[config.mk]
export PLATFORM = sky130hd
export DESIGN_NAME = byte_stack_with_rotate
export DESIGN_NICKNAME = d
export VERILOG_FILES = /design/src/hdl/bsr_pkg.sv /design/src/hdl/bsr_cell.sv /design/src/hdl/bsr_ctrl.sv /design/src/hdl/byte_stack_with_rotate.sv
export VERILOG_INCLUDE_DIRS = /design/src /design/src/hdl
export SDC_FILE = /design/constraint.sdc
export NUM_CORES = 1
export LEC_CHECK = 0
export ABC_AREA = 1
export BUFFER_PORTS_ARGS = -buffer_cell sky130_fd_sc_hd__buf_2
export CAP_MARGIN = 20
export CORE_MARGIN = 4
export CORE_UTILIZATION = 25
export DETAILED_ROUTE_END_ITERATION = 7
export GPL_TIMING_DRIVEN = 1
export REMOVE_ABC_BUFFERS = 1
export SETUP_SLACK_MARGIN = 0.5
export SLEW_MARGIN = 20
export SYNTH_ARGS = -nofsm -noshare
export SYNTH_HDL_FRONTEND = slang
export SYNTH_SLANG_ARGS = --single-unit
export TNS_END_PERCENT = 50
[constraint.sdc]
create_clock -name clk -period 5 [get_ports clk]
set_input_delay 1.5 -clock clk [delete_from_list [all_inputs] [get_ports clk]]
set_output_delay 1.5 -clock clk [all_outputs]
set_load 0.1 [all_outputs]
[src/hdl/byte_stack_with_rotate_macros.svh]
// ----------------------------------------------------------------------------
// Byte stack with rotate: assertion macros
// Clocked assertion wrappers used by the stack controller.
// ----------------------------------------------------------------------------
`ifndef BYTE_STACK_WITH_ROTATE_MACROS_SVH
`define BYTE_STACK_WITH_ROTATE_MACROS_SVH

// property checked on every rising edge outside reset
`define BSR_ASSERT(lbl, prop, msg) \
  lbl: assert property (@(posedge clk) disable iff (rst) (prop)) else $error(msg);

// expression that must never be true outside reset
`define BSR_NEVER(lbl, expr, msg) \
  `BSR_ASSERT(lbl, !(expr), msg)

`endif

[src/hdl/bsr_pkg.sv]
// ----------------------------------------------------------------------------
// Byte stack with rotate: package
// Operation codes, status codes, cell commands and controller states.
// ----------------------------------------------------------------------------
`timescale 1ns / 1ps

package bsr_pkg;

  // span field covers every stack depth up to 64
  localparam int SPAN_W = 7;

  typedef enum logic [2:0] {
    OP_PUSH  = 3'd0,
    OP_POP   = 3'd1,
    OP_PEEK  = 3'd2,
    OP_DUP   = 3'd3,
    OP_ROTUP = 3'd4,
    OP_ROTDN = 3'd5,
    OP_PRINT = 3'd6
  } op_e;

  localparam logic [2:0] ST_DATA   = 3'd0;
  localparam logic [2:0] ST_OK     = 3'd1;
  localparam logic [2:0] ST_FULL   = 3'd2;
  localparam logic [2:0] ST_EMPTY  = 3'd3;
  localparam logic [2:0] ST_REJECT = 3'd4;

  typedef enum logic [2:0] {
    CK_HOLD,
    CK_PUSH,
    CK_DUP,
    CK_POP,
    CK_ROTUP,
    CK_ROTDN
  } cell_kind_e;

  typedef struct packed {
    cell_kind_e          kind;
    logic [SPAN_W-1:0]   span;
  } cell_cmd_t;

  typedef enum logic {
    S_IDLE,
    S_PRINT
  } state_e;

endpackage

[src/hdl/bsr_cell.sv]
// ----------------------------------------------------------------------------
// Byte stack with rotate: stack cell
// Holds the byte at one depth from the top and moves it along the chain.
// ----------------------------------------------------------------------------
`timescale 1ns / 1ps

module bsr_cell #(
  parameter int IDX = 0
) (
  input  logic              clk,
  input  bsr_pkg::cell_cmd_t cmd,
  input  logic [7:0]        prev_q,
  input  logic [7:0]        next_q,
  input  logic [7:0]        top_q,
  output logic [7:0]        q
);

  localparam logic [bsr_pkg::SPAN_W-1:0] POS   = bsr_pkg::SPAN_W'(IDX);
  localparam logic [bsr_pkg::SPAN_W-1:0] POS_N = bsr_pkg::SPAN_W'(IDX + 1);

  logic [7:0] q_next;

  always_comb begin
    q_next = q;
    case (cmd.kind)
      bsr_pkg::CK_PUSH: q_next = prev_q;
      bsr_pkg::CK_DUP: begin
        if (IDX != 0) q_next = prev_q;
      end
      bsr_pkg::CK_POP: q_next = next_q;
      bsr_pkg::CK_ROTUP: begin
        if (POS_N < cmd.span) q_next = next_q;
        else if (POS_N == cmd.span) q_next = top_q;
      end
      bsr_pkg::CK_ROTDN: begin
        if (POS < cmd.span) q_next = prev_q;
      end
      default: q_next = q;
    endcase
  end

  always_ff @(posedge clk) begin
    q <= q_next;
  end

endmodule

[src/hdl/bsr_ctrl.sv]
// ----------------------------------------------------------------------------
// Byte stack with rotate: controller
// Input and output registers, fill count, capacity and cell chain commands.
// ----------------------------------------------------------------------------
`timescale 1ns / 1ps
`include "byte_stack_with_rotate_macros.svh"

module bsr_ctrl #(
  parameter int DEPTH = 32
) (
  input  logic                clk,
  input  logic                rst,
  input  logic                s_tvalid,
  output logic                s_tready,
  input  logic [23:0]         s_tdata,
  output logic                m_tvalid,
  input  logic                m_tready,
  output logic [15:0]         m_tdata,
  output logic                m_tlast,
  input  logic                cfg_we,
  input  logic [5:0]          cfg_wdata,
  input  logic [7:0]          cell_q [DEPTH],
  output bsr_pkg::cell_cmd_t  cmd,
  output logic [7:0]          inject
);

  localparam int FW = $clog2(DEPTH + 1);
  localparam int AW = $clog2(DEPTH);
  localparam int SW = bsr_pkg::SPAN_W;

  bsr_pkg::state_e state, state_next;
  logic [FW-1:0]   fill, fill_next;
  logic [FW-1:0]   rem, rem_next;
  logic [5:0]      capacity;

  logic            in_full;
  logic [2:0]      in_op;
  logic [7:0]      in_value;
  logic [5:0]      in_count;
  logic            in_take;

  logic            out_load;
  logic [7:0]      out_data, out_data_next;
  logic [2:0]      out_status, out_status_next;
  logic            out_last_next;

  logic            out_free;
  logic [SW-1:0]   fill_ext, cap_ext, n_ext, n_m1;
  logic            full, empty;

  assign s_tready = !in_full;
  assign out_free = !m_tvalid || m_tready;
  assign fill_ext = SW'(fill);
  assign cap_ext  = SW'(capacity);
  assign n_ext    = SW'(in_count);
  assign n_m1     = n_ext - SW'(1);
  assign full     = (fill_ext >= cap_ext) || (fill == FW'(DEPTH));
  assign empty    = (fill == '0);
  assign m_tdata  = {5'd0, out_status, out_data};

  always_comb begin
    state_next      = state;
    fill_next       = fill;
    rem_next        = rem;
    in_take         = 1'b0;
    out_load        = 1'b0;
    out_data_next   = 8'd0;
    out_status_next = bsr_pkg::ST_OK;
    out_last_next   = 1'b1;
    cmd.kind        = bsr_pkg::CK_HOLD;
    cmd.span        = '0;
    inject          = in_value;
    case (state)
      bsr_pkg::S_IDLE: begin
        if (in_full && out_free) begin
          in_take  = 1'b1;
          out_load = 1'b1;
          case (bsr_pkg::op_e'(in_op))
            bsr_pkg::OP_PUSH: begin
              if (full) begin
                out_status_next = bsr_pkg::ST_FULL;
              end else begin
                cmd.kind  = bsr_pkg::CK_PUSH;
                fill_next = fill + FW'(1);
              end
            end
            bsr_pkg::OP_POP, bsr_pkg::OP_PEEK: begin
              if (empty) begin
                out_status_next = bsr_pkg::ST_EMPTY;
              end else begin
                out_data_next   = cell_q[0];
                out_status_next = bsr_pkg::ST_DATA;
                if (bsr_pkg::op_e'(in_op) == bsr_pkg::OP_POP) begin
                  cmd.kind  = bsr_pkg::CK_POP;
                  fill_next = fill - FW'(1);
                end
              end
            end
            bsr_pkg::OP_DUP: begin
              if (empty) begin
                out_status_next = bsr_pkg::ST_EMPTY;
              end else if (full) begin
                out_status_next = bsr_pkg::ST_FULL;
              end else begin
                cmd.kind  = bsr_pkg::CK_DUP;
                fill_next = fill + FW'(1);
              end
            end
            bsr_pkg::OP_ROTUP, bsr_pkg::OP_ROTDN: begin
              if (n_ext > fill_ext) begin
                out_status_next = bsr_pkg::ST_REJECT;
              end else if (n_ext >= SW'(2)) begin
                cmd.span = n_ext;
                inject   = cell_q[n_m1[AW-1:0]];
                if (bsr_pkg::op_e'(in_op) == bsr_pkg::OP_ROTUP) cmd.kind = bsr_pkg::CK_ROTUP;
                else cmd.kind = bsr_pkg::CK_ROTDN;
              end
            end
            bsr_pkg::OP_PRINT: begin
              if (!empty) begin
                out_load   = 1'b0;
                rem_next   = fill;
                state_next = bsr_pkg::S_PRINT;
              end
            end
            default: out_status_next = bsr_pkg::ST_OK;
          endcase
        end
      end
      bsr_pkg::S_PRINT: begin
        if (out_free) begin
          // emit the top and rotate the whole stack up by one
          out_load        = 1'b1;
          out_data_next   = cell_q[0];
          out_status_next = bsr_pkg::ST_DATA;
          out_last_next   = (rem == FW'(1));
          cmd.kind        = bsr_pkg::CK_ROTUP;
          cmd.span        = fill_ext;
          rem_next        = rem - FW'(1);
          if (rem == FW'(1)) state_next = bsr_pkg::S_IDLE;
        end
      end
      default: state_next = bsr_pkg::S_IDLE;
    endcase
  end

  always_ff @(posedge clk) begin
    if (rst) begin
      state    <= bsr_pkg::S_IDLE;
      fill     <= '0;
      rem      <= '0;
      capacity <= 6'd32;
      in_full  <= 1'b0;
      m_tvalid <= 1'b0;
    end else begin
      state <= state_next;
      fill  <= fill_next;
      rem   <= rem_next;
      if (cfg_we) capacity <= cfg_wdata;
      if (s_tvalid && s_tready) in_full <= 1'b1;
      else if (in_take) in_full <= 1'b0;
      if (out_load) m_tvalid <= 1'b1;
      else if (m_tready) m_tvalid <= 1'b0;
    end
  end

  always_ff @(posedge clk) begin
    if (s_tvalid && s_tready) begin
      in_op    <= s_tdata[2:0];
      in_value <= s_tdata[10:3];
      in_count <= s_tdata[16:11];
    end
    if (out_load) begin
      out_data   <= out_data_next;
      out_status <= out_status_next;
      m_tlast    <= out_last_next;
    end
  end

  `BSR_NEVER(a_fill_bound, fill > FW'(DEPTH), "fill count beyond depth")
  `BSR_ASSERT(a_print_rem, (state == bsr_pkg::S_PRINT) |-> (rem != '0), "print with no words left")
  `BSR_ASSERT(a_mid_print, (m_tvalid && !m_tlast) |-> (state == bsr_pkg::S_PRINT), "non-final word outside print")
  `BSR_NEVER(a_in_overrun, (s_tvalid && s_tready) && in_full, "input register overrun")

endmodule

[src/hdl/byte_stack_with_rotate.sv]
// Byte LIFO stack built as a chain of byte cells, cell 0 holding the top. An input
// word is registered on acceptance and executed once the controller is idle and the
// output register is free; push, pop, peek, dup, rotate and unknown codes each give a
// single result. The input register holds one word, so no new word is accepted until
// the held one has been executed. A rotate of two or more moves the top count entries
// of the chain together. Print emits one word per cycle while the output register is
// free, one for each stored entry, taking the top and rotating the full stack up by
// one each time; the output register decides when each step may advance.
// ----------------------------------------------------------------------------
// Byte stack with rotate: top level
// Controller and the chain of stack cells.
// ----------------------------------------------------------------------------
`timescale 1ns / 1ps

module byte_stack_with_rotate #(
  parameter int DEPTH = 32
) (
  input  logic        clk,
  input  logic        rst,
  input  logic        s_tvalid,
  output logic        s_tready,
  input  logic [23:0] s_tdata,   // op[2:0], value[10:3], count[16:11], zero above
  output logic        m_tvalid,
  input  logic        m_tready,
  output logic [15:0] m_tdata,   // data[7:0], status[10:8], zero above
  output logic        m_tlast,
  input  logic        cfg_we,
  input  logic [5:0]  cfg_wdata  // capacity
);

  logic [7:0]         cell_q [DEPTH];
  bsr_pkg::cell_cmd_t cmd;
  logic [7:0]         inject;

  bsr_ctrl #(
    .DEPTH(DEPTH)
  ) u_ctrl (
    .clk      (clk),
    .rst      (rst),
    .s_tvalid (s_tvalid),
    .s_tready (s_tready),
    .s_tdata  (s_tdata),
    .m_tvalid (m_tvalid),
    .m_tready (m_tready),
    .m_tdata  (m_tdata),
    .m_tlast  (m_tlast),
    .cfg_we   (cfg_we),
    .cfg_wdata(cfg_wdata),
    .cell_q   (cell_q),
    .cmd      (cmd),
    .inject   (inject)
  );

  for (genvar i = 0; i < DEPTH; i++) begin : g_cell
    logic [7:0] prev_q;
    logic [7:0] next_q;
    if (i == 0) begin : g_first
      assign prev_q = inject;
    end else begin : g_mid
      assign prev_q = cell_q[i-1];
    end
    if (i == DEPTH - 1) begin : g_last
      assign next_q = cell_q[i];
    end else begin : g_inner
      assign next_q = cell_q[i+1];
    end
    bsr_cell #(
      .IDX(i)
    ) u_cell (
      .clk   (clk),
      .cmd   (cmd),
      .prev_q(prev_q),
      .next_q(next_q),
      .top_q (cell_q[0]),
      .q     (cell_q[i])
    );
  end

endmodule
---- Word level (Yosys, flattened, before mapping) ----
Index checks and enable logic that the tools add are counted.
W data, S select, Z words.
operators by class
  add/subtract/negate cells ............... 4
  order comparisons ....................... 37
  eq/ne operators ......................... 116
  multiplexer cells ....................... 188
  bitwise operators ....................... 2
  reduce and logical (&&, ||, !) cells .... 52
operator list
  cell                  count
  $pmux W8 S4           31
  $mux W8               106
  $eq A5 B7 Y1 const A  16
  $lt A5 B7 Y1 const A  16
  $reduce_and A3 Y1     31
  $ne A3 B1 Y1 const B  30
  $ne A2 B1 Y1 const B  36
  $eq A4 B7 Y1 const A  8
  $lt A4 B7 Y1 const A  8
  $mux W6               8
  $bmux W8 S5           1
  $mux W10              4
  $eq A3 B7 Y1 const A  4
  $lt A3 B7 Y1 const A  4
  $pmux W3 S4           2
  $pmux W8 S3           1
  $pmux W10 S2          1
  $mux W1               18
  $pmux W6 S3           1
  $pmux W8 S2           1
  $eq A3 B3 Y1 const B  5
  $mux W3               5
  $eq A2 B7 Y1 const A  2
  $lt A1 B7 Y1 const A  2
  other kinds (34)      58
storage, ports and cells
  flip-flop bits (word level) ............. 306
  input bits .............................. 35
  output and inout port bits .............. 19
  word-level logic and storage cells ...... 443

---- Depth between registers and ports, before layout ----
Gate-level depths: netlist of the first run.
  word-level depth ........................ 12
  depth in mapped cells ................... 24
  depth with buffers taken out ............ 19

---- By module ----
From an unflattened synthesis of the first run, not the netlist that was laid out.
unflattened totals
  cells, all modules ...................... 4,366
  area, all modules ....................... 28,558.6 um^2
modules (own cells, without submodules)
  module                         instances  cells an instance  area each (um^2)  sequential area each (um^2)
  bsr_ctrl                       1          1,109              5,965.7           1,291.2
  bsr_cell at g_cell[8].u_cell   1          111                770.7             240.2
  bsr_cell at g_cell[12].u_cell  1          108                760.7             240.2
  bsr_cell at g_cell[16].u_cell  1          111                752.0             240.2
  bsr_cell at g_cell[4].u_cell   1          104                750.7             240.2
  bsr_cell at g_cell[20].u_cell  1          107                744.5             240.2
  bsr_cell at g_cell[2].u_cell   1          106                744.5             240.2
  bsr_cell at g_cell[21].u_cell  1          102                742.0             240.2
  bsr_cell at g_cell[10].u_cell  1          105                735.7             240.2
  bsr_cell at g_cell[18].u_cell  1          104                735.7             240.2
  bsr_cell at g_cell[0].u_cell   1          104                729.4             240.2
  bsr_cell at g_cell[25].u_cell  1          106                719.4             240.2
  bsr_cell at g_cell[17].u_cell  1          104                716.9             240.2
  bsr_cell at g_cell[19].u_cell  1          105                716.9             240.2
  19 more rows                   n/a        n/a                n/a               n/a

---- Worst setup path before layout of the first run ----
Ideal clock, no wire load.
  kind .................................... input to register
  start ................................... input port m_tready
  end ..................................... register g_cell[31].u_cell.q[0] (enable)
  library setup time ...................... 383 ps
  data arrival time ....................... 3,337 ps
  data required time ...................... 4,617 ps
  slack ................................... 1,279 ps
  stages on the path ...................... 11
  path buffers ............................ 2
  cells stage by stage .................... nor2_2 > nor2_4 > nand2_4 > inv_2 > nand2_1 > inv_2 > nand3_2 > buf_4 > buf_4 > o21ai_0 > nor3_1
on the way
  word-level cells in the longest chain between the ends .. 8
  elaborated cells between the ends (all ways) .. 18
  those cells by class .................... order compare (2); eq/ne (8); mux (3); reduce/logical (5)
ends and longest elaborated chain
  what                                                                  line                          RTL
  start: declaration                                                    byte_stack_with_rotate.sv:24  input logic m_tready,
  $logic_or A1 B1 Y1 *                                                  bsr_ctrl.sv:52                assign out_free = !m_tvalid || m_tready;
  $logic_and A1 B1 Y1                                                   bsr_ctrl.sv:75                if (in_full && out_free) begin
  $mux W10                                                              bsr_ctrl.sv:75
  $pmux W10 S2 *                                                        bsr_ctrl.sv:73                case (state)
  parallel branches: the longest is 3 deep, another holds $lt A5 B7 Y1  n/a
  $reduce_and A4 Y1 (no line) *                                         n/a
  end signal: assignment                                                bsr_cell.sv:43                q <= q_next;
  end: declaration                                                      bsr_cell.sv:15                output logic [7:0] q
Every way passes the cells marked *.
A chain may end at the register's enable or synchronous reset.

---- Worst setup path after layout of the first run ----
  start ................................... register u_ctrl.fill[5]
  end ..................................... register g_cell[20].u_cell.q[1] (enable)
on the way
  word-level cells in the longest chain between the ends .. 11
  elaborated cells between the ends (all ways) .. 28
  those cells by class .................... order compare (4); eq/ne (9); mux (10); reduce/logical (5)
ends and longest elaborated chain
  what                                                                  line             RTL
  start: declaration                                                    bsr_ctrl.sv:32   logic [FW-1:0] fill, fill_next;
  start signal: assignment                                              bsr_ctrl.sv:157  fill <= fill_next;
  $ge A6 B6 Y1 or $eq A6 B6 Y1 (tied branches)                          bsr_ctrl.sv:57   assign full = (fill_ext >= cap_ext) || (fill == FW'(DEPTH));
  $logic_or A1 B1 Y1                                                    bsr_ctrl.sv:57
  $mux W2                                                               bsr_ctrl.sv:102  end else if (full) begin
  $mux W3                                                               bsr_ctrl.sv:100  if (empty) begin
  $pmux W3 S4                                                           bsr_ctrl.sv:78   case (bsr_pkg::op_e'(in_op))
  $mux W10                                                              bsr_ctrl.sv:75
  $pmux W10 S2 *                                                        bsr_ctrl.sv:73
  parallel branches: the longest is 3 deep, another holds $lt A5 B7 Y1  n/a
  $reduce_and A3 Y1 (no line) *                                         n/a
  end signal: assignment                                                bsr_cell.sv:43
  end: declaration                                                      bsr_cell.sv:15
Marks and branches as above.

==> results of run 1 <==
[worst max-delay path: cells and delay by family, from the launching register on]
kind,cells,cell delay [ns]
buffers and inverters,2,0.27
AND/OR/NAND/NOR,13,2.73
flip-flops,1,0.42
adder cells (fa/ha/maj),1,0.32
[worst paths after layout]
path	end	depth (start not counted)	start	slack (ns)
max	g_cell[20].u_cell.q[1]	16	u_ctrl.fill[5]	0.91
min reg2reg	u_ctrl.capacity[3]	2	u_ctrl.capacity[3]	0.48
max reg2reg	g_cell[20].u_cell.q[1]	16	u_ctrl.fill[5]	0.91
min	u_ctrl.capacity[3]	2	u_ctrl.capacity[3]	0.48
[logic make-up after synthesis]
logic type	synth area share
multiplexers	0.000482
other	0.000181
buffers and inverters	0.103
adder cells (fa/ha/maj)	0.0130
flip-flops	0.433
AO/OA/AOI/OAI	0.134
AND/OR/NAND/NOR	0.314
XOR/XNOR	0.00253
[registers in the layout, indices dropped and copies added (netlist names), 3 cells and up]
name and count:
u_ctrl.in_op 3, u_ctrl.rem 6, g_cell.u_cell.q 256, u_ctrl.out_data 8
u_ctrl.out_status 3, u_ctrl.fill 6, u_ctrl.in_value 8, u_ctrl.in_count 6
u_ctrl.capacity 6
[final cells by class]
| type | count | share of cell area |
|---|---|---|
| repair buffers | 90 | 0.0274 |
| well taps | 1070 | 0.0578 |
| multi-input cells | 2072 | 0.417 |
| clock inverters | 16 | 0.00551 |
| diodes | 1 | 0.000108 |
| inverters | 365 | 0.0593 |
| clock buffers | 49 | 0.0446 |
| flip-flops and latches | 306 | 0.388 |
[placed cells by master, fill, tap and decap left out, types with 2 or more instances in the layout]
cell type | Yosys | layout
a211oi_1 | 3 | 3
a21oi_1 | 200 | 199
a21oi_2 | 1 | 2
a31oi_1 | 2 | 2
buf_12 | 0 | 5
buf_2 | 55 | 41
buf_4 | 24 | 44
clkbuf_1 | 62 | 7
clkbuf_16 | 0 | 38
clkbuf_8 | 0 | 4
clkinv_1 | 2 | 5
clkinv_2 | 0 | 8
conb_1 | 1 | 5
dfxtp_1 | 21 | 21
edfxtp_1 | 285 | 285
ha_1 | 20 | 19
inv_1 | 345 | 345
inv_2 | 18 | 16
inv_6 | 0 | 3
nand2_1 | 908 | 908
nand2_2 | 23 | 23
nand2_4 | 7 | 7
nand3_1 | 375 | 375
nand3_2 | 9 | 9
nand4_1 | 4 | 4
nor2_1 | 154 | 153
nor2_2 | 11 | 12
nor2_4 | 13 | 13
nor3_1 | 8 | 8
o211ai_1 | 40 | 40
o21ai_0 | 247 | 247
o21ai_1 | 16 | 16
o21ai_2 | 5 | 5
xnor2_1 | 3 | 2
xor2_1 | 3 | 3
[through the flow]
step                      instances  setup slack [ns]  total power [mW]
after floorplan                2743             -2.35              3.92
after global placement         3903             0.426              4.37
after detailed placement       3903             0.418              4.38
after CTS                      3968             0.753              7.05
after global routing           3968             0.655              7.31
final                          3969             0.908              7.05
[layer usage]
layer	up-vias	global-route usage	wire, microns
met5	-	0	0
met4	0	0.0823	3720
met3	212	0.0404	8830
met2	1178	0.256	33200
met1	9443	0.238	32000
li1	9492	-	-
[power groups by stage]
stage	clock network (mW)	logic (mW)	registers, mW
2_1_floorplan	0	0.730	3.19
3_3_place_gp	0	1.19	3.17
3_5_place_dp	0	1.21	3.17
4_1_cts	2.71	1.21	3.12
5_1_grt	2.82	1.36	3.14
6_report	2.69	1.24	3.13
==> flow_summary_export.csv, run 1 <==
group,metric,value,unit
run_status,status,"finished, final reports clean",
synth,synth_cell_types,47,
critical_path,crit_path_end_kind,"flip-flop",
final_layout,postLayoutCellArea,23200,sq um
synth,yosys_register_bits,306,
sta,period_needed,4.09,ns
synth,synth-async-reset-ratio,0,
sta,tns,0,ns
critical_path,crit_chain,"inv_1 > ha_1 > nand2_1 > nor2_1 > nand3_1 > nand2_1 > nand3_1 > nand2_2 > inv_1 > nand2_1 > nand2_1 > nand2_2 > nand2_4 > nand2_1 > nand2_1 > nor2_1",
clock_network,cts_buffer_depth,3,
route,wire_per_inst,19.6,microns
clock_network,cts_tree,"built",
floorplanning,start_util,0.252,
clock_network,cts-root-buf,"clkbuf_16",
power,swShare,0.313,
synth,avgSynthCellArea,7.18,sq um
synth,synthTopCellsByCount,"nand2_1 (908), nand3_1 (375), inv_1 (345)",
global_routing,grt_max_degree,85,
final_layout,seq_area,8980,sq um
synth,synthMostInstantiatedCell,"nand2_1",
placed_design,gp_congestion,0.943,
route,drc,0,
critical_path,startpoint_type,"flip-flop",
sta,hold-worst-slack,0.477,ns
floorplanning,die_x,296,microns
critical_path,slowest_delay,0.69,ns
min_path,hold_path.class,"reg -> reg",
sta,relSlewSlack,0.259,
final_layout,num-nets-final,2929,
critical_path,cp_data_required_time,5.22,ns
power,pwr-share-comb,0.176,
power,p_leak,9.95,nW
sta,fmaxAchievable,0.244,GHz
clock_network,clk_pin_slew,0.06,ns
final_layout,drive_gt1_frac,0.0832,
sta,rsz0062_at_grt,"false",
global_routing,grt-ovfl-total,0,
route,drtIter0Drc,2757,
power,power_frac_clock,0.381,
clock_network,clk_latency,0.60,ns
synth,synth_flop_cell,"edfxtp_1",
power,switching_power,2.21,mW
final_layout,fin_util,0.282,
sta,worst_pin_slew,1.11,ns
synth,synthTopCellsByArea,"edfxtp_1 (41%), nand2_1 (16%), nand3_1 (9.0%)",
placed_design,port_buffers,41,
clock_network,ctsResizeCount,0,
route,drt-pass1-iter-count,6,
sta,setup_viol,0,
critical_path,arrival,4.31,ns
final_layout,syn2layout_area_growth,11.6,%
clock_network,cts_buffers,38,
sta,hold_violations,0,
critical_path,crit_path_top_delay_cell,"nor2_1",
power,power_density,305,nW/um^2
synth,ys_warn_count,0,
placed_design,dp_hpwl,52800,microns
clock_network,cts.htree.levels,2,
route,ant_nets,0,
critical_path,cp_max_fo,11,
critical_path,critical_path.most_common_cell,"nand2_1",
synth,synth_edf_count,285,
synth,yosys.area.top_type_share,0.412,
route,num_vias,20300,
global_routing,grt_pass1_vias,18800,
floorplanning,pin_count,54,
floorplanning,rows,105,
floorplanning,die-area,87700,sq um
sta,fin_crit_sh,0.818,
synth,synth_top_cell_by_area,"edfxtp_1",
final_layout,multi_input_area,9670,sq um
synth,synthCells,2891,
global_routing,grtUsageTotal,0.173,
floorplanning,die_h,296,microns
route,avgViaCountPerCell,5.12,
sta,maxSlewViolCount,0,
clock_network,cts.sinks,306,
power,seqPwrFrac,0.443,
power,ir_worst_vdd,0.334,mV
global_routing,grt_first_pass_wirelength,116000,microns
floorplanning,core,82200,sq um
power,intPower,4.84,mW
global_routing,antenna_found_initial,1,
clock_network,cts_setup_buffers,0,
critical_path,path_class,"reg -> reg",
clock_network,cts_hold_buf,0,
sta,clock_skew,0.0313,ns
final_layout,fillers,8977,
synth,yosysSeqAreaShare,0.433,
flow_run,cap_violations,0,
synth,syn_area,20800,sq um
route,wl,77800,microns
placed_design,place_area,22000,sq um
No activity file was read; power rests on OpenSTA's default activity.
==> run 2: changes to the inputs <==
Clock period 5 ns to 4.3 ns, I/O delays scaled along.
==> run 2 against run 1 <==
- worst setup slack lost 0.19 ns
- flip-flop and latch count unchanged
- largest power group unchanged
- highest routed layer unchanged
- sequential share of layout area fell by 0.42 points
- count of clock-buffer cells in the layout increased by 2
- global-route usage down 0.13 points
- die area did not move
- non-clock buffer count grew 16
- sequential power is 16% higher
==> flow_summary_export.csv, run 2 (same netlist as run 1, synthesis figures left out) <==
group,metric,value,unit
run_status,status,"finished, final reports clean",
final_layout,drive_gt1_frac,0.0901,
final_layout,top_register,"g_cell.u_cell.q",
placed_design,gp_congestion,0.947,
clock_network,cts_buffers,39,
power,total_power,8.43,mW
clock_network,cts.sinks,306,
final_layout,diodes,0,
clock_network,cts_tree,"built",
placed_design,dp_hpwl,52900,microns
floorplanning,start_util,0.252,
sta,worst_pin_slew,1.10,ns
route,drt-pass1-iter-count,7,
critical_path,cp_data_required_time,4.61,ns
sta,period_needed,3.58,ns
global_routing,grtUsageTotal,0.172,
floorplanning,pin_count,54,
critical_path,arrival,3.89,ns
sta,rsz0062_at_grt,"true",
critical_path,crit_path_end_kind,"flip-flop",
route,avgViaCountPerCell,5.10,
sta,tns,0,ns
final_layout,largest_reg_flops,256,
final_layout,num-nets-final,2946,
global_routing,grt-ovfl-total,0,
power,p_leak,10.1,nW
global_routing,antenna_found_initial,0,
route,wire_per_inst,19.4,microns
clock_network,clk_pin_slew,0.06,ns
clock_network,clk_latency,0.58,ns
sta,maxSlewViolCount,0,
floorplanning,core,82200,sq um
final_layout,syn2layout_area_growth,12.8,%
final_layout,reg_top3,"g_cell.u_cell.q x256, u_ctrl.in_value x8, u_ctrl.out_data x8",
sta,setup_slack,0.715,ns
route,num_vias,20300,
floorplanning,die_h,296,microns
floorplanning,die-area,87700,sq um
floorplanning,die_x,296,microns
placed_design,place_area,22100,sq um
placed_design,port_buffers,41,
sta,setup_viol,0,
placed_design,dp_cells,3919,
sta,clock_skew,0.0239,ns
min_path,hold_path.class,"reg -> reg",
final_layout,postLayoutCellArea,23400,sq um
global_routing,grt_first_pass_wirelength,116000,microns
clock_network,cts.htree.levels,2,
clock_network,cts_setup_buffers,0,
sta,relSlewSlack,0.265,
final_layout,mostFrequentLayoutCells,"nand2_1 (905), nand3_1 (375), inv_1 (344), edfxtp_1 (285), o21ai_0 (247)",
route,drc,0,
sta,fin_crit_sh,0.834,
clock_network,cts_hold_buf,0,
critical_path,startpoint_type,"flip-flop",
global_routing,grt_pass1_vias,18900,
sta,hold_violations,0,
power,ir_worst_vdd,0.308,mV
global_routing,grt_max_degree,135,
power,power_density,360,nW/um^2
flow_run,cap_violations,0,
sta,fmaxAchievable,0.279,GHz
critical_path,cp_max_fo,11,
route,ant_nets,0,
floorplanning,rows,105,
route,drtIter0Drc,2573,
clock_network,cts_buffer_depth,3,
final_layout,fin_cells,3990,
route,wl,77400,microns
placed_design,dp_slack,0.302,ns
critical_path,path_class,"reg -> reg",
clock_network,cts-root-buf,"clkbuf_16",
final_layout,final_common_cell,"nand2_1",
[run 2: cell types whose count changed in the layout (fill, tap and decap cells not counted), sizes merged, moves of 2 or more]
cell | previous run | this run
buf | 90 | 106
clkinv | 15 | 18
bufinv | 1 | 4
inv | 365 | 362
clkbuf | 49 | 51
[run 2: path summary, 6_finish.rpt]
kind,to,start,cells after the start,slack [ns]
worst max-delay path,g_cell[10].u_cell.q[5],u_ctrl.fill[5],15,0.72
worst min-delay path,u_ctrl.capacity[3],u_ctrl.capacity[3],2,0.47
worst max register to register,g_cell[10].u_cell.q[5],u_ctrl.fill[5],15,0.72
worst min register to register,u_ctrl.capacity[3],u_ctrl.capacity[3],2,0.47
[run 2: critical path, cell delays in order (launching register included)]
cell and delay, ns:
dfxtp_1 0.43, inv_1 0.15, ha_1 0.32, nand2_1 0.07
nor2_1 0.14, nand3_1 0.10, nand2_2 0.21, nand3_1 0.12
nand2_2 0.24, inv_2 0.17, nor2_2 0.43, buf_4 0.25
inv_1 0.23, a21oi_1 0.20, nor2_1 0.05, buf_4 0.19
[run 2: through the flow]
step / hold slack [ns] / utilization
floorplan: 0.440 / -
global placement: 0.455 / 0.269
detailed placement: 0.457 / 0.269
CTS: 0.465 / 0.284
global route: 0.499 / 0.285
finish: 0.467 / 0.285
[run 2: cell type report]
type | instances | area [sq um]
fillers | 9082 | 58800
clock buffers | 51 | 1060
multi-input cells | 2072 | 9690
well taps | 1070 | 1340
clock inverters | 20 | 193
flip-flops and latches | 306 | 8980
repair buffers | 106 | 771
inverters | 365 | 1370
[run 2: repair_timing]
action	CTS	global route
endpoints found under the setup margin	72	183
hold endpoints to repair	0	0
resized for setup	1	14
[run 2: metal layers]
layer | GRT usage | share of wire
met5 | 0 | 0
met4 | 0.0713 | 0.042
met3 | 0.0355 | 0.10
met2 | 0.265 | 0.44
met1 | 0.235 | 0.42
[run 2: power breakdown]
part / switching, mW / internal (mW)
combinational: 1.06 / 0.393
sequential: 0.141 / 3.50
clock: 1.36 / 1.98
total: 2.56 / 5.87
